<file path="src/hdl/aled_pkg.sv">
// ----------------------------------------------------------------------------
// aled_pkg
// Shared types and constants for the addressable LED bit encoder.
// ----------------------------------------------------------------------------
package aled_pkg;

  localparam int BEAD_COUNT    = 64;
  localparam int BEAD_AW       = (BEAD_COUNT > 1) ? $clog2(BEAD_COUNT) : 1;
  localparam int BITS_PER_BEAD = 24;
  localparam int BIT_W         = 5;

  localparam int QUEUE_DEPTH = 2;
  localparam int QPTR_W      = (QUEUE_DEPTH > 1) ? $clog2(QUEUE_DEPTH) : 1;
  localparam int QCNT_W      = $clog2(QUEUE_DEPTH + 1);

  localparam int APB_AW = 4;
  localparam int APB_DW = 32;

  localparam logic [15:0] ZERO_HIGH_RST = 16'd72;
  localparam logic [15:0] ONE_HIGH_RST  = 16'd144;
  localparam logic [9:0]  LATCH_RST     = 10'd224;

  typedef enum logic [1:0] {
    ACT_SET   = 2'd0,
    ACT_CLEAR = 2'd1,
    ACT_SHOW  = 2'd2,
    ACT_SLOT  = 2'd3
  } action_t;

  typedef enum logic [1:0] {
    REG_ZERO_HIGH = 2'd0,
    REG_ONE_HIGH  = 2'd1,
    REG_LATCH     = 2'd2
  } reg_idx_t;

  typedef struct packed {
    logic [15:0] zero_high_ticks;
    logic [15:0] one_high_ticks;
    logic [9:0]  latch_slots;
  } cfg_t;

  typedef struct packed {
    action_t              op;
    logic [BEAD_AW-1:0]   addr;
    logic [23:0]          color;   // green:red:blue
    cfg_t                 cfg;     // settings in force when the command came in
  } cmd_t;

endpackage

</file>
<file path="src/hdl/addressable_led_bit_encoder.sv">
// ----------------------------------------------------------------------------
// addressable_led_bit_encoder
// GRB pulse-width bit encoder for a chain of addressable LED beads.
// ----------------------------------------------------------------------------
// Commands enter through start/busy into a two-entry queue and are executed
// one at a time by the back end. A slot that finishes a bead then passes
// through the fetch and load states to read the next bead from the frame
// store. A show that starts a frame copies the bead store into the frame
// store one bead per cycle, then drains and loads the first bead. Each slot
// command returns one transaction on duty/frame_end/sending, marked by
// result_valid for a single cycle; the receiver cannot stall it.
// Duty values and latch length are captured when show is accepted.
// ----------------------------------------------------------------------------
module addressable_led_bit_encoder (
  input  logic                          clk,
  input  logic                          rst,
  input  logic                          start,
  output logic                          busy,
  input  logic [1:0]                    action,
  input  logic [7:0]                    bead_index,
  input  logic [7:0]                    red,
  input  logic [7:0]                    green,
  input  logic [7:0]                    blue,
  output logic                          result_valid,
  output logic [15:0]                   duty,
  output logic                          frame_end,
  output logic                          sending,
  input  logic                          psel,
  input  logic                          penable,
  input  logic                          pwrite,
  input  logic [aled_pkg::APB_AW-1:0]   paddr,
  input  logic [aled_pkg::APB_DW-1:0]   pwdata,
  output logic [aled_pkg::APB_DW-1:0]   prdata,
  output logic                          pready
);

  aled_pkg::cfg_t   cfg;
  aled_pkg::cmd_t   push_cmd;
  aled_pkg::cmd_t   q_data;
  aled_pkg::reg_idx_t reg_sel;
  logic             push;
  logic             pop;
  logic             q_full;
  logic             q_empty;
  logic             reg_we;

  assign pready  = 1'b1;
  assign reg_we  = psel && penable && pwrite && pready;
  assign reg_sel = aled_pkg::reg_idx_t'(paddr[3:2]);

  always_ff @(posedge clk) begin
    if (rst) begin
      cfg.zero_high_ticks <= aled_pkg::ZERO_HIGH_RST;
      cfg.one_high_ticks  <= aled_pkg::ONE_HIGH_RST;
      cfg.latch_slots     <= aled_pkg::LATCH_RST;
    end else if (reg_we) begin
      unique case (reg_sel)
        aled_pkg::REG_ZERO_HIGH: cfg.zero_high_ticks <= pwdata[15:0];
        aled_pkg::REG_ONE_HIGH:  cfg.one_high_ticks  <= pwdata[15:0];
        aled_pkg::REG_LATCH:     cfg.latch_slots     <= pwdata[9:0];
        default: ;
      endcase
    end
  end

  always_comb begin
    unique case (reg_sel)
      aled_pkg::REG_ZERO_HIGH: prdata = {16'd0, cfg.zero_high_ticks};
      aled_pkg::REG_ONE_HIGH:  prdata = {16'd0, cfg.one_high_ticks};
      aled_pkg::REG_LATCH:     prdata = {22'd0, cfg.latch_slots};
      default:                 prdata = '0;
    endcase
  end

  aled_front u_front (
    .start      (start),
    .action     (action),
    .bead_index (bead_index),
    .red        (red),
    .green      (green),
    .blue       (blue),
    .cfg        (cfg),
    .q_full     (q_full),
    .busy       (busy),
    .push       (push),
    .cmd        (push_cmd)
  );

  aled_queue u_queue (
    .clk   (clk),
    .rst   (rst),
    .push  (push),
    .wdata (push_cmd),
    .pop   (pop),
    .rdata (q_data),
    .full  (q_full),
    .empty (q_empty)
  );

  aled_back u_back (
    .clk          (clk),
    .rst          (rst),
    .q_empty      (q_empty),
    .q_data       (q_data),
    .pop          (pop),
    .result_valid (result_valid),
    .duty         (duty),
    .frame_end    (frame_end),
    .sending      (sending)
  );

endmodule

</file>
<file path="src/hdl/aled_front.sv">
// ----------------------------------------------------------------------------
// aled_front
// Takes commands, drops out-of-range bead writes and builds queue entries.
// ----------------------------------------------------------------------------
module aled_front (
  input  logic                 start,
  input  logic [1:0]           action,
  input  logic [7:0]           bead_index,
  input  logic [7:0]           red,
  input  logic [7:0]           green,
  input  logic [7:0]           blue,
  input  aled_pkg::cfg_t       cfg,
  input  logic                 q_full,
  output logic                 busy,
  output logic                 push,
  output aled_pkg::cmd_t       cmd
);

  logic in_range;
  logic is_set;

  assign in_range = (bead_index < 8'(aled_pkg::BEAD_COUNT));
  assign is_set   = (aled_pkg::action_t'(action) == aled_pkg::ACT_SET);

  assign busy = q_full;
  // a set to a bead past the chain is taken but never queued
  assign push = start && !q_full && (!is_set || in_range);

  always_comb begin
    cmd.op    = aled_pkg::action_t'(action);
    cmd.addr  = bead_index[aled_pkg::BEAD_AW-1:0];
    cmd.color = {green, red, blue};
    cmd.cfg   = cfg;
  end

endmodule

</file>
<file path="src/hdl/aled_queue.sv">
// ----------------------------------------------------------------------------
// aled_queue
// Short command FIFO between the front and back ends.
// ----------------------------------------------------------------------------
module aled_queue (
  input  logic                 clk,
  input  logic                 rst,
  input  logic                 push,
  input  aled_pkg::cmd_t       wdata,
  input  logic                 pop,
  output aled_pkg::cmd_t       rdata,
  output logic                 full,
  output logic                 empty
);

  aled_pkg::cmd_t                 entries [aled_pkg::QUEUE_DEPTH];
  logic [aled_pkg::QPTR_W-1:0]    wr_ptr;
  logic [aled_pkg::QPTR_W-1:0]    rd_ptr;
  logic [aled_pkg::QCNT_W-1:0]    count;

  function automatic logic [aled_pkg::QPTR_W-1:0] ptr_inc(
    input logic [aled_pkg::QPTR_W-1:0] p
  );
    if (p == aled_pkg::QPTR_W'(aled_pkg::QUEUE_DEPTH - 1)) begin
      return '0;
    end
    return p + 1'b1;
  endfunction

  assign full  = (count == aled_pkg::QCNT_W'(aled_pkg::QUEUE_DEPTH));
  assign empty = (count == '0);
  assign rdata = entries[rd_ptr];

  always_ff @(posedge clk) begin
    if (push) begin
      entries[wr_ptr] <= wdata;
    end
  end

  always_ff @(posedge clk) begin
    if (rst) begin
      wr_ptr <= '0;
      rd_ptr <= '0;
      count  <= '0;
    end else begin
      if (push) begin
        wr_ptr <= ptr_inc(wr_ptr);
      end
      if (pop) begin
        rd_ptr <= ptr_inc(rd_ptr);
      end
      if (push && !pop) begin
        count <= count + 1'b1;
      end else if (pop && !push) begin
        count <= count - 1'b1;
      end
    end
  end

endmodule

</file>
<file path="src/hdl/aled_back.sv">
// ----------------------------------------------------------------------------
// aled_back
// Executes queued commands: bead store, frame snapshot and slot encoding.
// ----------------------------------------------------------------------------
module aled_back (
  input  logic                 clk,
  input  logic                 rst,
  input  logic                 q_empty,
  input  aled_pkg::cmd_t       q_data,
  output logic                 pop,
  output logic                 result_valid,
  output logic [15:0]          duty,
  output logic                 frame_end,
  output logic                 sending
);

  typedef enum logic [4:0] {
    ST_IDLE  = 5'b00001,
    ST_COPY  = 5'b00010,
    ST_DRAIN = 5'b00100,
    ST_FETCH = 5'b01000,
    ST_LOAD  = 5'b10000
  } state_t;

  localparam logic [aled_pkg::BEAD_AW-1:0] LAST_BEAD =
    aled_pkg::BEAD_AW'(aled_pkg::BEAD_COUNT - 1);
  localparam logic [aled_pkg::BIT_W-1:0] LAST_BIT =
    aled_pkg::BIT_W'(aled_pkg::BITS_PER_BEAD - 1);

  state_t                        state;
  logic                          frame_busy;
  logic                          in_tail;
  logic [aled_pkg::BEAD_AW-1:0]  bead;
  logic [aled_pkg::BIT_W-1:0]    bit_idx;
  logic [9:0]                    tail_left;
  logic [23:0]                   sreg;
  aled_pkg::cfg_t                fcfg;
  logic [aled_pkg::BEAD_AW-1:0]  cp;
  logic [aled_pkg::BEAD_COUNT-1:0] pix_valid;
  logic                          wr_pend;
  logic [aled_pkg::BEAD_AW-1:0]  wr_addr;
  logic [23:0]                   pix_rd;
  logic                          pix_rd_vld;
  logic [23:0]                   frame_rd;

  logic [23:0] pixel_mem [aled_pkg::BEAD_COUNT];
  logic [23:0] frame_mem [aled_pkg::BEAD_COUNT];

  logic pix_we;

  assign pop    = (state == ST_IDLE) && !q_empty;
  assign pix_we = pop && (q_data.op == aled_pkg::ACT_SET);

  // bead store; never-written or cleared entries are masked by pix_valid
  always_ff @(posedge clk) begin
    if (pix_we) begin
      pixel_mem[q_data.addr] <= q_data.color;
    end
    pix_rd     <= pixel_mem[cp];
    pix_rd_vld <= pix_valid[cp];
    wr_addr    <= cp;
  end

  always_ff @(posedge clk) begin
    if (wr_pend) begin
      frame_mem[wr_addr] <= pix_rd_vld ? pix_rd : 24'd0;
    end
    frame_rd <= frame_mem[bead];
  end

  always_ff @(posedge clk) begin
    if (rst) begin
      state        <= ST_IDLE;
      frame_busy   <= 1'b0;
      in_tail      <= 1'b0;
      bead         <= '0;
      bit_idx      <= '0;
      tail_left    <= '0;
      cp           <= '0;
      pix_valid    <= '0;
      wr_pend      <= 1'b0;
      result_valid <= 1'b0;
      duty         <= '0;
      frame_end    <= 1'b0;
      sending      <= 1'b0;
      fcfg         <= '{aled_pkg::ZERO_HIGH_RST, aled_pkg::ONE_HIGH_RST,
                        aled_pkg::LATCH_RST};
    end else begin
      result_valid <= 1'b0;
      wr_pend      <= (state == ST_COPY);
      unique case (state)
        ST_IDLE: begin
          if (pop) begin
            unique case (q_data.op)
              aled_pkg::ACT_SET: begin
                pix_valid[q_data.addr] <= 1'b1;
              end
              aled_pkg::ACT_CLEAR: begin
                pix_valid <= '0;
              end
              aled_pkg::ACT_SHOW: begin
                if (!frame_busy) begin
                  fcfg       <= q_data.cfg;
                  frame_busy <= 1'b1;
                  in_tail    <= 1'b0;
                  bead       <= '0;
                  bit_idx    <= '0;
                  cp         <= '0;
                  state      <= ST_COPY;
                end
              end
              aled_pkg::ACT_SLOT: begin
                result_valid <= 1'b1;
                frame_end    <= 1'b0;
                if (!frame_busy) begin
                  duty    <= '0;
                  sending <= 1'b0;
                end else if (!in_tail) begin
                  sending <= 1'b1;
                  duty    <= sreg[23] ? fcfg.one_high_ticks : fcfg.zero_high_ticks;
                  sreg    <= {sreg[22:0], 1'b0};
                  if (bit_idx == LAST_BIT) begin
                    bit_idx <= '0;
                    if (bead == LAST_BEAD) begin
                      if (fcfg.latch_slots == '0) begin
                        frame_end  <= 1'b1;
                        frame_busy <= 1'b0;
                      end else begin
                        in_tail   <= 1'b1;
                        tail_left <= fcfg.latch_slots;
                      end
                    end else begin
                      bead  <= bead + 1'b1;
                      state <= ST_FETCH;
                    end
                  end else begin
                    bit_idx <= bit_idx + 1'b1;
                  end
                end else begin
                  sending   <= 1'b1;
                  duty      <= '0;
                  tail_left <= tail_left - 1'b1;
                  if (tail_left == 10'd1) begin
                    frame_end  <= 1'b1;
                    frame_busy <= 1'b0;
                  end
                end
              end
              default: ;
            endcase
          end
        end
        ST_COPY: begin
          if (cp == LAST_BEAD) begin
            state <= ST_DRAIN;
          end else begin
            cp <= cp + 1'b1;
          end
        end
        ST_DRAIN: state <= ST_FETCH;
        ST_FETCH: state <= ST_LOAD;
        ST_LOAD: begin
          sreg  <= frame_rd;
          state <= ST_IDLE;
        end
        default: state <= ST_IDLE;
      endcase
    end
  end

endmodule

</file>
<file path="config.mk">
export PLATFORM = sky130hd
export DESIGN_NAME = addressable_led_bit_encoder
export DESIGN_NICKNAME = d
export VERILOG_FILES = /design/src/hdl/aled_pkg.sv /design/src/hdl/addressable_led_bit_encoder.sv /design/src/hdl/aled_front.sv /design/src/hdl/aled_queue.sv /design/src/hdl/aled_back.sv
export SDC_FILE = /design/constraint.sdc
export NUM_CORES = 2
export LEC_CHECK = 0
export BUFFER_PORTS_ARGS = -buffer_cell sky130_fd_sc_hd__buf_2
export CAP_MARGIN = 20
export CORE_MARGIN = 4
export CORE_UTILIZATION = 41
export DETAILED_ROUTE_END_ITERATION = 7
export GPL_TIMING_DRIVEN = 0
export PLACE_DENSITY = 0.67
export SETUP_SLACK_MARGIN = 0.02
export SYNTH_ARGS = -nofsm -noshare
export SYNTH_HDL_FRONTEND = slang
export SYNTH_SLANG_ARGS = --single-unit
</file>
<file path="constraint.sdc">
create_clock -name clk -period 5.3 [get_ports clk]
set_input_delay 0.53 -clock clk [delete_from_list [all_inputs] [get_ports clk]]
set_output_delay 0.53 -clock clk [all_outputs]
set_load 0.05 [all_outputs]
</file>
==> results.md <==
GRT:
- The total overflow left after global routing is 0.
- Global routing used 4.68% of the available met3 tracks.
- Global routing consumed, over all layers together, 21.7% of the routing resources.
- After global routing, the most crowded layer is met2.
- The wire length of the first global-routing pass is 529,000 microns.
- Entering global routing, the biggest net connects 65 pins.
- For this run, global-route usage on met2 was measured as 35.3%.
- The met1 usage in global routing is about 28%.
- The via count of the first global-routing pass is 71,200.
- The number of antenna violations at the first check in global routing came to 13.

Detailed routing:
- After detailed routing, the number of remaining DRC violations is 0.
- The routed layout has 72,000 vias.
- The antenna violation net count after detailed routing is 0.
- The total wirelength of the detailed-routed design is 376,000 microns.
- The pre-antenna-repair detailed-routing pass consisted of 5 iterations.
- The number of DRC markers in iteration 0 is approximately 9,200.
- The routed length per placed instance is slightly above 30 microns.
- The vias per cell is 5.90.

Yosys:
- The post-synthesis share of cell area spent on xor and xnor gates is 0.0586%.
- By area, the combinational part of the netlist is dominated by multiplexers.
- Ranked by total cell area, the synthesized netlist is headed by edfxtp_1, mux4_2, mux2i_1, dfxtp_1, nor2_1.
- The synthesized design contains 3,506 register bits.
- The number of enable-type register cells in the synthesized netlist is 3,244.
- The cell area that synthesis handed to floorplanning was 134,000 sq um.
- Measured against the total synthesized area, the mux share comes to 14.6%.
- The cell count after synthesis is 7,020.
- The number of distinct library cell variants in the gate-level netlist after synthesis is 76.
- A synthesized cell averages 19.1 sq um.
- Summing the areas of all compound-gate instances in the mapped netlist gives 3.94% of the synthesized area.
- In the synthesized netlist the async set-or-reset flop fraction comes to 0%.
- Of the total synthesized cell area, the portion taken by full adders, half adders and majority gates is 0.0559%.
- The area share of the leading cell type in the synthesized netlist is around 72%.
- The simple-gate area share of the yosys netlist is under 10%.
- The count of warnings emitted by yosys is 0.
- The commonest register cell after synthesis is edfxtp_1.
- The sequential share of the synthesized area is roughly three quarters.
- edfxtp_1 takes more of the synthesized area than any other cell.

Die:
- The floorplan die area is 337,000 sq um.
- The die outline height is ~580 microns.
- During I/O placement, the number of pins put on the boundary was between 100 and 150.
- The number of placement rows is 209.
- The core region is 325,000 sq um.
- The initial core utilization is between 40% and 50%.
- The horizontal extent of the die is 581 microns.

Critical path:
- Of all nets on the critical path, the largest fanout is 24.
- The end of the worst register-to-register path is u_back.pixel_mem[61][13]$_DFFE_PP_.
- The kind of critical path is reg -> reg.
- Broken down by cell family, the worst path's largest delay share belongs to simple AND/OR/NAND/NOR gates.
- In this design, the stage delay of the slowest critical-path cell is between 1 and 1.5 ns.
- The required time reported for the critical path endpoint is around 5.8 ns.
- Among all stages on the critical path, the largest delay is contributed by nor2_4.
- STA classifies the critical path startpoint as a flip-flop.
- The slack of the worst reg-to-reg path is 0.52 ns.
- Counting cells, the worst reg-to-reg path comes to 7.
- The signal on the critical path passes through buf_2 -> buf_2 -> buf_2 -> a32oi_1 -> nor2_1 -> nand2_1 -> nor2_4.
- The cell repeated most along the worst path is buf_2.
- The total buffers and inverters traversed by the critical path is 3.
- The critical path endpoint category is a flip-flop.
- Data on the critical path arrives at its endpoint at about 5.3 ns.

Power and ir drop:
- The share of total power in combinational logic is 7.1%.
- Net switching is 22.8% of the power.
- The static leakage is 0.0457 uW.
- The clock network is responsible for 39.2% of the overall power.
- The internal power of the cells totals 45,500 uW.
- The switching power summed over all nets is approximately 13,000 uW.
- The power per unit of standard cell area is 383 nW/um^2.
- IR analysis of the VDD net gives a maximum drop of 387 uV.
- The design draws 59,000 uW.
- The part of the total power dissipated in sequential elements is 53.7%.

Outcome:
- The run finished with clean final reports.

STA:
- Setup repair after global routing left no endpoint under its margin.
- The portion of the clock cycle consumed by the worst path in the final layout is between 90 and 100%.
- The shortest clock period the worst path allows after layout is 4.78 ns.
- The worst slew margin relative to its limit is roughly 15%.
- The max-slew violation count is 0.
- The number of hold-slack violations in the final timing report is 0.
- Setup violations remaining at the end of the flow were counted as 0.
- The transition at the pin with the smallest max-transition slack is 1.28 ns.
- Clock skew on the completed layout was measured at 0.0397 ns.
- The top achievable clock speed is 209 MHz.

Hold path:
- The count of cells along the worst hold path is 4.
- The worst hold path terminates at cfg[31]$_SDFFE_PP0P_.
- The startpoint of the worst hold path is paddr[2].
- The tightest min-delay check is of the in -> reg type.

CTS:
- The clock tree from TritonCTS is done.
- The maximum buffer depth of the clock tree is 4.
- The number of buffers created by CTS is 327.
- The clock transition at the registers of the reported paths is 0.06 ns.
- The latest clock arrival within the worst-skew pair is approximately 0.9 ns.
- Clock tree synthesis selected as its root buffer the cell clkbuf_16.
- The CTS sink count is around 3,500.
- CTS built an H-tree with a depth of 5.

Finish:
- The library cells used most frequently in the layout, excluding fill and tap cells, are edfxtp_1, mux4_2, mux2i_1, nor2_1, clkbuf_16.
- Of the cells placed in the final design, the portion with a size suffix greater than 1 is 21.2%.
- Once layout is complete, the cells apart from fillers number 12,200.
- The layout overhead on the synthesized area is 14.7%.
- Leaving out fill and tap cells, the most frequent cell in the layout is edfxtp_1.
- At the end of the flow, the number of nets in the layout was 7,698.
- At the end of the flow the core is filled with cells to 47.4%.
- Summing all non-filler instances in the final layout gives an area of 154,000 sq um.

Flow run:
- The number of maximum-capacitance violations is 0.

Place:
- The number of placed instances, taps included is 11,600.
- The post-place instance area is 143,000 sq um.
- The HPWL reported at the end of detailed placement is 246,000 microns.
- The count of buffers added on input and output ports is 93.
- Routability-driven placement finished with a final weighted congestion of between 0.9 and 1.
==> worst max-delay path by stage <==
stage / from / end / slack, ns / cells after the start
3_5_place_dp: flip-flop / u_back.pixel_mem[28][18]$_DFFE_PP_ / 0.72 / 8
2_1_floorplan: u_queue.count[0]$_SDFFE_PP0P_ / u_queue.entries[0][0]$_DFFE_PP_ / 0.76 / 3
5_1_grt: flip-flop / u_back.pixel_mem[28][12]$_DFFE_PP_ / 0.44 / 8
4_1_cts: flip-flop / u_back.pixel_mem[28][20]$_DFFE_PP_ / 0.69 / 8
3_3_place_gp: action[1] / u_queue.entries[1][50]$_DFFE_PP_ / -1.26 / 5
6_report: flip-flop / u_back.pixel_mem[61][13]$_DFFE_PP_ / 0.52 / 7
==> flip-flops by register name, summed over array words and instances, names as in the netlist, 2 cells and up, named ones only <==
| register | count |
|---|---|
| u_back.frame_rd | 24 |
| u_back.frame_mem | 1536 |
| u_back.pix_valid | 64 |
| u_back.tail_left | 10 |
| u_back.wr_addr | 6 |
| u_back.bit_idx | 5 |
| u_queue.entries | 148 |
| u_back.pix_rd | 24 |
| cfg | 42 |
| u_back.state | 5 |
| u_back.bead | 6 |
| u_queue.count | 2 |
| u_back.sreg | 24 |
| u_back.fcfg | 42 |
| u_back.duty | 16 |
| u_back.pixel_mem | 1536 |
| u_back.cp | 6 |
==> per-layer routing <==
layer  share of wire [%]  vias up
li1                    -    29700
met1                  38    37800
met2                  48     3772
met3                 9.1      762
met4                 5.0        2
met5              0.0053        -
==> kinds of logic after synthesis <==
family,count (synthesis)
XOR/XNOR,9
other,2
adder cells (fa/ha/maj),6
buffers and inverters,427
AO/OA/AOI/OAI,756
flip-flops,3506
AND/OR/NAND/NOR,1102
multiplexers,1212
==> power by group through the flow <==
stage | sequential, uW | combinational [uW] | clock (uW)
after detailed placement | 32300 | 4100 | 0
final | 31700 | 4160 | 23100
after floorplan | 32300 | 2110 | 0
after global placement | 32400 | 3630 | 0
after CTS | 31700 | 4130 | 23300
after global routing | 31700 | 4360 | 24500
==> tightest hold or removal path: cells and delay by family <==
family                 cells  cell delay, ns
buffers and inverters      1            0.11
AO/OA/AOI/OAI              1            0.05
AND/OR/NAND/NOR            2            0.25
==> synth_stat cells (all sizes together), types with 4 or more instances <==
cell type,count
edfxtp,3244
mux4,588
nor2,582
mux2i,562
dfxtp,262
nand2,240
buf,209
clkbuf,200
o22ai,200
a21oi,146
a211o,95
nand3,71
nor3,71
mux2,62
a2111oi,42
a31oi,41
a41oi,41
a211oi,40
o22a,40
o21ai,33
and2,31
or3,23
inv,17
o211ai,16
nor4,14
nor2b,13
a22o,11
nand3b,11
nand2b,10
a21boi,8
o221ai,8
a22oi,7
ha,6
or2,6
or3b,6
nand4,5
or4,5
xor2,5
xnor2,4
==> area by class of cell <==
| cell class | instances | area [sq um] |
|---|---|---|
| Fill cell | 26800 | 171000 |
| Sequential cell | 3506 | 103000 |
| Multi-Input combinational cell | 3102 | 31000 |
| Clock buffer | 409 | 8790 |
| Tap cell | 4325 | 5410 |
| Timing Repair Buffer | 252 | 2780 |
| Buffer | 409 | 1880 |
| Clock inverter | 170 | 1530 |
| Inverter | 18 | 67.6 |
| Antenna cell | 15 | 37.5 |
==> through the flow <==
step                setup WS (ns)  setup TNS, ns  hold WS, ns
global placement            -1.26        -274.87        0.348
floorplan                   0.759              0        0.326
detailed placement          0.722              0        0.342
CTS                         0.689              0       0.0448
finish                      0.516              0        0.114
global route                0.443              0       0.0969
==> timing repair <==
action	4_1_cts	5_1_grt
hold buffers	48	0
hold endpoints to repair	106	0
buffers inserted	0	0
resized for setup	0	0
Power figures use the tool's default switching activity.
